## config.mk

```make
export PLATFORM = sky130hd
export DESIGN_NAME = cursor_line_editor
export DESIGN_NICKNAME = d
export VERILOG_FILES = /design/src/rtl/cle_pkg.sv /design/src/rtl/cle_ram.sv /design/src/rtl/cle_core.sv /design/src/rtl/cursor_line_editor.sv
export SDC_FILE = /design/constraint.sdc
export NUM_CORES = 1
export LEC_CHECK = 0
export BUFFER_PORTS_ARGS = -buffer_cell sky130_fd_sc_hd__clkbuf_2
export CAP_MARGIN = 40
export CORE_MARGIN = 2
export CORE_UTILIZATION = 47
export DETAILED_ROUTE_END_ITERATION = 8
export GPL_TIMING_DRIVEN = 0
export PLACE_DENSITY = 0.66
export SYNTH_ARGS = -nofsm -noshare
export SYNTH_HDL_FRONTEND = slang
export SYNTH_SLANG_ARGS = --single-unit
```

## constraint.sdc

```tcl
create_clock -name clk -period 3.3 [get_ports clk]
set_input_delay 0.33 -clock clk [delete_from_list [all_inputs] [get_ports clk]]
set_output_delay 0.33 -clock clk [all_outputs]
set_load 0.02 [all_outputs]
```

## src/rtl/cle_pkg.sv

```systemverilog
// Shared types, constants and helper functions for the cursor line editor.
// Used by cle_core and cursor_line_editor; depends on nothing else.
package cle_pkg;

    localparam int BUF_CAP_DEF = 32;

    localparam int FUNC_W = 3;
    localparam int KEY_W  = 16;
    localparam int POS_W  = 5;
    localparam int CHAR_W = 8;
    localparam int CNT_W  = 16;
    localparam int STAT_W = 3;

    localparam logic [FUNC_W-1:0] FN_KEY    = 3'd0;
    localparam logic [FUNC_W-1:0] FN_CLEAR  = 3'd1;
    localparam logic [FUNC_W-1:0] FN_APPEND = 3'd2;
    localparam logic [FUNC_W-1:0] FN_SETCUR = 3'd3;
    localparam logic [FUNC_W-1:0] FN_READ   = 3'd4;

    localparam logic [CHAR_W-1:0] KEY_BS   = 8'h08;
    localparam logic [CHAR_W-1:0] KEY_LF   = 8'h0a;
    localparam logic [CHAR_W-1:0] KEY_CR   = 8'h0d;
    localparam logic [CHAR_W-1:0] KEY_ESC  = 8'h1b;
    localparam logic [CHAR_W-1:0] KEY_DEL  = 8'h7f;
    localparam logic [CHAR_W-1:0] PRINT_LO = 8'h20;
    localparam logic [CHAR_W-1:0] PRINT_HI = 8'h7e;

    localparam logic [STAT_W-1:0] ST_INS  = 3'd0;
    localparam logic [STAT_W-1:0] ST_DEL  = 3'd1;
    localparam logic [STAT_W-1:0] ST_REJ  = 3'd2;
    localparam logic [STAT_W-1:0] ST_ACC  = 3'd3;
    localparam logic [STAT_W-1:0] ST_CAN  = 3'd4;
    localparam logic [STAT_W-1:0] ST_IGN  = 3'd5;
    localparam logic [STAT_W-1:0] ST_DONE = 3'd6;

    localparam logic [CNT_W-1:0] CNT_MAX = '1;
    localparam logic [POS_W-1:0] MAX_LENGTH_RST = 5'd31;

    // Register select bit of paddr: register 0 holds max_length.
    localparam logic REG_MAX_LENGTH = 1'b0;

    typedef enum logic [3:0] {
        OP_IGN,
        OP_ACC,
        OP_CAN,
        OP_REJ,
        OP_BKSP,
        OP_DELETE,
        OP_INS,
        OP_CLEAR,
        OP_APPEND,
        OP_SETCUR,
        OP_READ,
        OP_NOP
    } op_t;

    typedef enum logic [1:0] {
        S_IDLE,
        S_SHIFT,
        S_FIN
    } state_t;

    function automatic logic [CNT_W-1:0] sat_inc(input logic [CNT_W-1:0] v);
        return (v == CNT_MAX) ? v : v + 1'b1;
    endfunction

endpackage

```

## src/rtl/cle_ram.sv

```systemverilog
// Generic single write port, single read port RAM with registered read data.
// Stand-alone; no package needed.
module cle_ram #(
    parameter int WIDTH = 8,
    parameter int DEPTH = 31
) (
    input  logic                                   clk,
    input  logic                                   we,
    input  logic [((DEPTH > 1) ? $clog2(DEPTH) : 1)-1:0] waddr,
    input  logic [WIDTH-1:0]                       wdata,
    input  logic [((DEPTH > 1) ? $clog2(DEPTH) : 1)-1:0] raddr,
    output logic [WIDTH-1:0]                       rdata
);

    logic [WIDTH-1:0] mem [DEPTH];
    logic [WIDTH-1:0] rdata_reg;

    always_ff @(posedge clk)
    begin
        if (we)
        begin
            mem[waddr] <= wdata;
        end
        rdata_reg <= mem[raddr];
    end

    assign rdata = rdata_reg;

endmodule

```

## src/rtl/cle_core.sv

```systemverilog
// Sequencer and datapath of the line editor: key decode, line state, counters
// and the shared index stepper that moves entries of the character RAM.
// Depends on cle_pkg.
module cle_core
    import cle_pkg::*;
#(
    parameter int BUF_CAP = BUF_CAP_DEF
) (
    input  logic              clk,
    input  logic              rst_n,
    input  logic              start,
    input  logic [FUNC_W-1:0] func,
    input  logic [KEY_W-1:0]  key_code,
    input  logic [POS_W-1:0]  position,
    input  logic              batch_end,
    input  logic [POS_W-1:0]  max_length,
    output logic              busy,
    output logic              done,
    output logic [STAT_W-1:0] status,
    output logic [POS_W-1:0]  line_length,
    output logic [POS_W-1:0]  cursor_after,
    output logic [CHAR_W-1:0] read_char,
    output logic [CNT_W-1:0]  inserted_total,
    output logic [CNT_W-1:0]  deleted_total,
    output logic [CNT_W-1:0]  rejected_total,
    output logic              batch_done,
    output logic              ram_we,
    output logic [POS_W-1:0]  ram_waddr,
    output logic [CHAR_W-1:0] ram_wdata,
    output logic [POS_W-1:0]  ram_raddr,
    input  logic [CHAR_W-1:0] ram_rdata
);

    localparam int CAP_M1 = BUF_CAP - 1;

    state_t state_reg, state_next;

    op_t               op_reg, op_next, op_dec;
    logic [CHAR_W-1:0] char_reg, char_next;
    logic [POS_W-1:0]  pos_reg, pos_next;
    logic              bend_reg, bend_next;
    logic [POS_W-1:0]  rd_ptr_reg, rd_ptr_next;
    logic [POS_W-1:0]  cnt_reg, cnt_next;
    logic [POS_W-1:0]  wr_addr_reg, wr_addr_next;
    logic              wr_pend_reg, wr_pend_next;
    logic [POS_W-1:0]  len_reg, len_next;
    logic [POS_W-1:0]  cur_reg, cur_next;
    logic              open_reg, open_next;
    logic [CNT_W-1:0]  ins_cnt_reg, ins_cnt_next;
    logic [CNT_W-1:0]  del_cnt_reg, del_cnt_next;
    logic [CNT_W-1:0]  rej_cnt_reg, rej_cnt_next;
    logic [STAT_W-1:0] status_reg, status_next;
    logic [CHAR_W-1:0] rd_char_reg, rd_char_next;
    logic              done_reg, done_next;

    logic [CHAR_W-1:0] key_char;
    logic              printable;
    logic [POS_W-1:0]  eff_max;
    logic              is_shift_op;
    logic              shift_down;
    logic [POS_W-1:0]  step_fwd;
    logic [POS_W-1:0]  step_dst;

    assign key_char  = key_code[CHAR_W-1:0];
    assign printable = (key_code[KEY_W-1:CHAR_W] == '0) &&
                       (key_char >= PRINT_LO) && (key_char <= PRINT_HI);

    always_comb
    begin
        if (32'(max_length) < CAP_M1)
        begin
            eff_max = max_length;
        end
        else
        begin
            eff_max = POS_W'(CAP_M1);
        end
    end

    always_comb
    begin
        op_dec = OP_NOP;
        case (func)
            FN_KEY:
            begin
                if (!open_reg)
                begin
                    op_dec = OP_IGN;
                end
                else if (key_char == KEY_CR || key_char == KEY_LF)
                begin
                    op_dec = OP_ACC;
                end
                else if (key_char == KEY_ESC)
                begin
                    op_dec = OP_CAN;
                end
                else if (key_char == KEY_BS)
                begin
                    op_dec = (cur_reg == '0) ? OP_REJ : OP_BKSP;
                end
                else if (key_char == KEY_DEL)
                begin
                    op_dec = (cur_reg >= len_reg) ? OP_REJ : OP_DELETE;
                end
                else if (printable && (len_reg < eff_max))
                begin
                    op_dec = OP_INS;
                end
                else
                begin
                    op_dec = OP_REJ;
                end
            end
            FN_CLEAR:  op_dec = OP_CLEAR;
            FN_APPEND: op_dec = OP_APPEND;
            FN_SETCUR: op_dec = OP_SETCUR;
            FN_READ:   op_dec = OP_READ;
            default:   op_dec = OP_NOP;
        endcase
    end

    assign is_shift_op = (op_dec == OP_INS) || (op_dec == OP_BKSP) || (op_dec == OP_DELETE);

    // Insertion moves entries toward the end, reading downward from the tail;
    // deletion moves them toward the front, reading upward.
    assign shift_down = (op_reg == OP_INS);
    assign step_fwd   = shift_down ? rd_ptr_reg - 1'b1 : rd_ptr_reg + 1'b1;
    assign step_dst   = shift_down ? rd_ptr_reg + 1'b1 : rd_ptr_reg - 1'b1;

    always_comb
    begin
        state_next = state_reg;
        case (state_reg)
            S_IDLE:
            begin
                if (start)
                begin
                    state_next = is_shift_op ? S_SHIFT : S_FIN;
                end
            end
            S_SHIFT:
            begin
                if (cnt_reg == '0)
                begin
                    state_next = S_FIN;
                end
            end
            S_FIN:   state_next = S_IDLE;
            default: state_next = S_IDLE;
        endcase
    end

    always_comb
    begin
        busy      = (state_reg != S_IDLE);
        ram_raddr = rd_ptr_reg;
        ram_we    = 1'b0;
        ram_waddr = wr_addr_reg;
        ram_wdata = ram_rdata;
        case (state_reg)
            S_IDLE:
            begin
                ram_raddr = position;
            end
            S_SHIFT:
            begin
                ram_we = wr_pend_reg;
            end
            S_FIN:
            begin
                if (op_reg == OP_INS)
                begin
                    ram_we    = 1'b1;
                    ram_waddr = cur_reg;
                    ram_wdata = char_reg;
                end
                else if (op_reg == OP_APPEND && len_reg < eff_max)
                begin
                    ram_we    = 1'b1;
                    ram_waddr = len_reg;
                    ram_wdata = char_reg;
                end
            end
            default:
            begin
                ram_we = 1'b0;
            end
        endcase
    end

    always_comb
    begin
        op_next      = op_reg;
        char_next    = char_reg;
        pos_next     = pos_reg;
        bend_next    = bend_reg;
        rd_ptr_next  = rd_ptr_reg;
        cnt_next     = cnt_reg;
        wr_addr_next = wr_addr_reg;
        wr_pend_next = 1'b0;
        len_next     = len_reg;
        cur_next     = cur_reg;
        open_next    = open_reg;
        ins_cnt_next = ins_cnt_reg;
        del_cnt_next = del_cnt_reg;
        rej_cnt_next = rej_cnt_reg;
        status_next  = status_reg;
        rd_char_next = rd_char_reg;
        done_next    = (state_reg == S_FIN);

        case (state_reg)
            S_IDLE:
            begin
                if (start)
                begin
                    op_next   = op_dec;
                    char_next = key_char;
                    pos_next  = position;
                    bend_next = batch_end;
                    case (op_dec)
                        OP_BKSP:
                        begin
                            rd_ptr_next = cur_reg;
                            cnt_next    = len_reg - cur_reg;
                        end
                        OP_DELETE:
                        begin
                            rd_ptr_next = cur_reg + 1'b1;
                            cnt_next    = len_reg - cur_reg - 1'b1;
                        end
                        OP_INS:
                        begin
                            rd_ptr_next = len_reg - 1'b1;
                            cnt_next    = len_reg - cur_reg;
                        end
                        default:
                        begin
                            cnt_next = '0;
                        end
                    endcase
                end
            end
            S_SHIFT:
            begin
                if (cnt_reg != '0)
                begin
                    rd_ptr_next  = step_fwd;
                    cnt_next     = cnt_reg - 1'b1;
                    wr_addr_next = step_dst;
                    wr_pend_next = 1'b1;
                end
            end
            S_FIN:
            begin
                rd_char_next = '0;
                status_next  = ST_DONE;
                case (op_reg)
                    OP_IGN:
                    begin
                        status_next = ST_IGN;
                    end
                    OP_ACC:
                    begin
                        open_next   = 1'b0;
                        status_next = ST_ACC;
                    end
                    OP_CAN:
                    begin
                        open_next   = 1'b0;
                        status_next = ST_CAN;
                    end
                    OP_REJ:
                    begin
                        rej_cnt_next = sat_inc(rej_cnt_reg);
                        status_next  = ST_REJ;
                    end
                    OP_BKSP:
                    begin
                        len_next     = len_reg - 1'b1;
                        cur_next     = cur_reg - 1'b1;
                        del_cnt_next = sat_inc(del_cnt_reg);
                        status_next  = ST_DEL;
                    end
                    OP_DELETE:
                    begin
                        len_next     = len_reg - 1'b1;
                        del_cnt_next = sat_inc(del_cnt_reg);
                        status_next  = ST_DEL;
                    end
                    OP_INS:
                    begin
                        len_next     = len_reg + 1'b1;
                        cur_next     = cur_reg + 1'b1;
                        ins_cnt_next = sat_inc(ins_cnt_reg);
                        status_next  = ST_INS;
                    end
                    OP_CLEAR:
                    begin
                        len_next     = '0;
                        cur_next     = '0;
                        open_next    = 1'b1;
                        ins_cnt_next = '0;
                        del_cnt_next = '0;
                        rej_cnt_next = '0;
                    end
                    OP_APPEND:
                    begin
                        if (len_reg < eff_max)
                        begin
                            len_next = len_reg + 1'b1;
                        end
                    end
                    OP_SETCUR:
                    begin
                        cur_next = (pos_reg < len_reg) ? pos_reg : len_reg;
                    end
                    OP_READ:
                    begin
                        if (pos_reg < len_reg)
                        begin
                            rd_char_next = ram_rdata;
                        end
                    end
                    default:
                    begin
                        status_next = ST_DONE;
                    end
                endcase
            end
            default:
            begin
                wr_pend_next = 1'b0;
            end
        endcase
    end

    always_ff @(posedge clk or negedge rst_n)
    begin
        if (!rst_n)
        begin
            state_reg   <= S_IDLE;
            wr_pend_reg <= 1'b0;
            len_reg     <= '0;
            cur_reg     <= '0;
            open_reg    <= 1'b1;
            ins_cnt_reg <= '0;
            del_cnt_reg <= '0;
            rej_cnt_reg <= '0;
            done_reg    <= 1'b0;
        end
        else
        begin
            state_reg   <= state_next;
            wr_pend_reg <= wr_pend_next;
            len_reg     <= len_next;
            cur_reg     <= cur_next;
            open_reg    <= open_next;
            ins_cnt_reg <= ins_cnt_next;
            del_cnt_reg <= del_cnt_next;
            rej_cnt_reg <= rej_cnt_next;
            done_reg    <= done_next;
        end
    end

    always_ff @(posedge clk)
    begin
        op_reg      <= op_next;
        char_reg    <= char_next;
        pos_reg     <= pos_next;
        bend_reg    <= bend_next;
        rd_ptr_reg  <= rd_ptr_next;
        cnt_reg     <= cnt_next;
        wr_addr_reg <= wr_addr_next;
        status_reg  <= status_next;
        rd_char_reg <= rd_char_next;
    end

    assign done           = done_reg;
    assign status         = status_reg;
    assign line_length    = len_reg;
    assign cursor_after   = cur_reg;
    assign read_char      = rd_char_reg;
    assign inserted_total = ins_cnt_reg;
    assign deleted_total  = del_cnt_reg;
    assign rejected_total = rej_cnt_reg;
    assign batch_done     = bend_reg;

endmodule

```

## src/rtl/cursor_line_editor.sv

```systemverilog
// Cursor line editor top level: configuration port, character RAM and core.
// A word that moves stored characters steps through S_SHIFT and then S_FIN before done strobes;
// every other word goes from S_IDLE straight to S_FIN. A new word is taken only in S_IDLE,
// once busy falls; the single RAM read and write port moves one character per cycle.
// Reset clears the line, the cursor and the counters, opens the session and sets
// max_length to 31; results cannot be stalled and are valid only while done is high.
module cursor_line_editor
    import cle_pkg::*;
#(
    parameter int BUF_CAP = BUF_CAP_DEF
) (
    input  logic              clk,
    input  logic              rst_n,
    input  logic              psel,
    input  logic              penable,
    input  logic              pwrite,
    input  logic [2:0]        paddr,
    input  logic [31:0]       pwdata,
    output logic [31:0]       prdata,
    output logic              pready,
    input  logic              start,
    output logic              busy,
    input  logic [FUNC_W-1:0] func,
    input  logic [KEY_W-1:0]  key_code,
    input  logic [POS_W-1:0]  position,
    input  logic              batch_end,
    output logic              done,
    output logic [STAT_W-1:0] status,
    output logic [POS_W-1:0]  line_length,
    output logic [POS_W-1:0]  cursor_after,
    output logic [CHAR_W-1:0] read_char,
    output logic [CNT_W-1:0]  inserted_total,
    output logic [CNT_W-1:0]  deleted_total,
    output logic [CNT_W-1:0]  rejected_total,
    output logic              batch_done
);

    localparam int RAM_DEPTH = BUF_CAP - 1;
    localparam int RAM_AW    = (RAM_DEPTH > 1) ? $clog2(RAM_DEPTH) : 1;

    logic [POS_W-1:0]  max_length_reg, max_length_next;
    logic              cfg_write;

    logic              ram_we;
    logic [POS_W-1:0]  ram_waddr;
    logic [POS_W-1:0]  ram_raddr;
    logic [CHAR_W-1:0] ram_wdata;
    logic [CHAR_W-1:0] ram_rdata;

    assign pready    = 1'b1;
    assign cfg_write = psel && penable && pwrite && pready && (paddr[2] == REG_MAX_LENGTH);

    always_comb
    begin
        max_length_next = max_length_reg;
        if (cfg_write)
        begin
            max_length_next = pwdata[POS_W-1:0];
        end
    end

    always_comb
    begin
        if (paddr[2] == REG_MAX_LENGTH)
        begin
            prdata = {{(32 - POS_W){1'b0}}, max_length_reg};
        end
        else
        begin
            prdata = '0;
        end
    end

    always_ff @(posedge clk or negedge rst_n)
    begin
        if (!rst_n)
        begin
            max_length_reg <= MAX_LENGTH_RST;
        end
        else
        begin
            max_length_reg <= max_length_next;
        end
    end

    cle_core #(
        .BUF_CAP (BUF_CAP)
    ) u_core (
        .clk            (clk),
        .rst_n          (rst_n),
        .start          (start),
        .func           (func),
        .key_code       (key_code),
        .position       (position),
        .batch_end      (batch_end),
        .max_length     (max_length_reg),
        .busy           (busy),
        .done           (done),
        .status         (status),
        .line_length    (line_length),
        .cursor_after   (cursor_after),
        .read_char      (read_char),
        .inserted_total (inserted_total),
        .deleted_total  (deleted_total),
        .rejected_total (rejected_total),
        .batch_done     (batch_done),
        .ram_we         (ram_we),
        .ram_waddr      (ram_waddr),
        .ram_wdata      (ram_wdata),
        .ram_raddr      (ram_raddr),
        .ram_rdata      (ram_rdata)
    );

    cle_ram #(
        .WIDTH (CHAR_W),
        .DEPTH (RAM_DEPTH)
    ) u_char_ram (
        .clk   (clk),
        .we    (ram_we),
        .waddr (RAM_AW'(ram_waddr)),
        .wdata (ram_wdata),
        .raddr (RAM_AW'(ram_raddr)),
        .rdata (ram_rdata)
    );

endmodule
```

==> impl_results.md <==
* Outcome: complete, no violations
* Initial antenna violation count at 0
* Area after DPL at approximately 18000 um2
* Clock Skew at 0.0153 ns
* Number of synthesized flops with an enable pin at about 300
* Max Cap Violations at 0
* Clock slew seen by the registers of the worst setup and hold paths at about 0.060 ns
* Distinct cells, synth at 84
* Kind of critical path: reg -> reg
* Max reg flops at 248
* RD Place Congestion at 0.908
* Avg WL per Cell at 21.6 um
* P_leak at between 7 and 8 nW
* Final net count at ~1500
* CP Capture Type: register
* Peak VDD IR at about 0.00047 V
* Asr flop ratio synth at 0.185
* Vias/cell at ~5.8
* Layout area overhead at 20.7%
* Post-place setup slack at -0.661 ns
* Top-area cell type share of the netlist area at 0.520
* Clock root cell: clkbuf_16
* Post-route antenna net violation count at 0
* Required time of the critical path at 3.54 ns
* Power per cell area at 780 nW/um2
* Total number of vias at 11300
* Syn Inst Count at 1231
* FMAX at 0.303 GHz
* Critical path arrival at 3.53 ns
* Drt first pass iters at 5
* Cts bufs inserted at 40
* Biggest register: u_char_ram.mem
* Initial core utilization at 0.476
* Core Footprint at 35400 um2
* Critical path launch point type: register
* Primary FF master, synth: edfxtp_1
* IO Pins at 171
* Worst Setup Slack, final at 0.00368 ns
* WL final at 41.9 mm
* YS warnings at 0
* Final non-filler cell total at 1937
* Synthesized area per cell at 13.7 um2
* Final hold violation count at 0
* Clock Sinks at 368
* Clock Latency Late Sink at 0.53 ns
* Total global routing overflow at 0
* Layout cells sized above 1 at 0.284
* Total GRT Usage at 0.220
* Register area share after synthesis at 0.631
* Buffers added on ports at roughly 110
* Crit Path Max Fanout at 8
* DP Wirelength at 28.4 mm
* Initial DRC Count at 811
* Clk buf depth at 3
* #FFs+latches synth at around 370
* Placed insts at 1834
* Detailed-route DRC error count at 0
* Worst-margin pin slew at roughly 0.83 ns
* Max Transition Viols Final at 0
* Tmin final at 3.30 ns
* Die ar. at 37400 um2
* Placement Rows at 69
* Die Y at 193 um
* Worst slew margin at 0.444
* Synth top cells by count: 292 x edfxtp_1, 113 x nor2_1, 112 x nand2_1
* Final setup viols at 0
* Final period util at 0.999
* Design Area, Final at roughly 20000 um2
* H-tree Lvls at 2
* Largest net degree at the start of global routing at 56
* RSZ-0062 raised after global routing: true
* Synth area leaders: edfxtp_1 52%, dfrtp_1 9.2%, mux4_2 7.2%
* Number of global-route vias before repair at 10800
* Worst hold path class: in -> reg
* Synth Cell Area at 16800 um2
* Global-route wire length before repair at ~64 mm
* CTS tree: done
* Cell with the most instances after synthesis: edfxtp_1
* ANT cells at 0
* Hold_ws at between 0.04 and 0.05 ns
* Synth area leader: edfxtp_1
* Die Width at 193 um
-- stage by stage --
step	setup TNS, ns	utilization	total power, mW
2_1_floorplan	0	-	9.70
3_3_place_gp	-124.73	0.511	11.3
3_5_place_dp	-135.96	0.512	11.4
4_1_cts	0	0.565	15.8
5_1_grt	-8.51	0.575	16.6
6_report	0	0.575	15.9
-- critical path, stage by stage (launching register included) --
cell	delay, ns
dfstp_2	0.52
inv_1	0.05
ha_1	0.28
nand2_1	0.05
o21ai_1	0.34
a21o_2	0.30
a21boi_4	0.13
o2bb2ai_4	0.38
nor2b_1	0.29
nand2_1	0.29
nor2_4	0.22
buf_12	0.14
-- where the power goes --
group          internal, mW  switching [mW]
clock                  2.56            1.78
sequential             5.94           0.345
combinational          1.89            3.34
total                  10.4            5.47
-- placed cells by master (no fill, tap or decap), types with 6 or more instances in the layout --
master | netlist | routed
edfxtp_1 | 292 | 292
clkbuf_2 | 0 | 115
nand2_1 | 112 | 106
nor2_1 | 113 | 79
dfrtp_1 | 62 | 59
mux4_2 | 54 | 54
nand3_1 | 45 | 43
o21ai_0 | 42 | 42
buf_4 | 29 | 42
clkbuf_16 | 0 | 41
clkbuf_1 | 34 | 37
inv_1 | 34 | 33
nor2_4 | 0 | 30
conb_1 | 2 | 28
a21oi_1 | 28 | 27
xor2_1 | 27 | 27
ha_1 | 28 | 26
xnor2_1 | 22 | 22
mux2i_1 | 21 | 20
a211oi_1 | 21 | 20
buf_12 | 0 | 19
and2_1 | 18 | 18
mux2_2 | 17 | 17
nand4_1 | 15 | 15
and3_1 | 14 | 14
nor3_1 | 14 | 13
buf_2 | 13 | 11
nor2b_1 | 10 | 10
o31ai_1 | 10 | 9
a311oi_1 | 9 | 9
a31o_2 | 9 | 9
clkinv_2 | 0 | 8
dfxtp_1 | 8 | 8
o21ai_1 | 7 | 7
a21o_1 | 8 | 7
o22ai_1 | 8 | 7
clkinv_1 | 1 | 6
o41ai_1 | 6 | 6
dfstp_2 | 6 | 6
-- final timing paths --
path	slack, ns	depth (start not counted)	endpoint	from
max in group asynchronous	2.47	3	u_core.open_reg	rst_n
worst min-delay path	0.05	1	u_core.pos_reg[4]	position[4]
worst max-delay path	0.004	11	u_char_ram.mem[17][2]	max_length_reg[2]
worst max register to register	0.004	11	u_char_ram.mem[17][2]	max_length_reg[2]
min in group asynchronous	0.24	2	u_core.wr_pend_reg	rst_n
worst min register to register	0.50	1	u_core.rejected_total[6]	u_core.rejected_total[6]
-- routing by layer --
layer | track usage | vias to the layer above | part of all wire
li1 | - | 5064 | -
met1 | 0.310 | 5624 | 0.43
met2 | 0.353 | 496 | 0.47
met3 | 0.0298 | 83 | 0.069
met4 | 0.0761 | 0 | 0.030
met5 | 0 | - | 0
-- layout make-up --
type | count | area [um2]
plain buffers | 78 | 438
clock buffers | 50 | 1080
clock inverters | 21 | 191
fillers | 2803 | 15100
inverters | 37 | 146
multi-input cells | 773 | 6150
flip-flops and latches | 368 | 10600
well taps | 461 | 577
repair buffers | 149 | 1110
-- cells by family after synthesis --
group / Yosys count / share of synthesized area
fa+ha+maj: 29 / 0.0220
buf+inv: 116 / 0.0341
flops: 368 / 0.631
xor+xnor: 49 / 0.0255
simple gates: 376 / 0.107
compound gates: 199 / 0.0840
other cells: 2 / 0.000446
mux: 92 / 0.0960
-- repair_timing --
action | in CTS | in global routing
pin swaps | 13 | 20
buffers inserted | 15 | 15
gates resized for setup | 89 | 28
endpoints found under the setup margin | 275 | 261
hold buffers | 3 | 0
hold endpoints to repair | 15 | 0
Power figures use the tool's default switching activity.
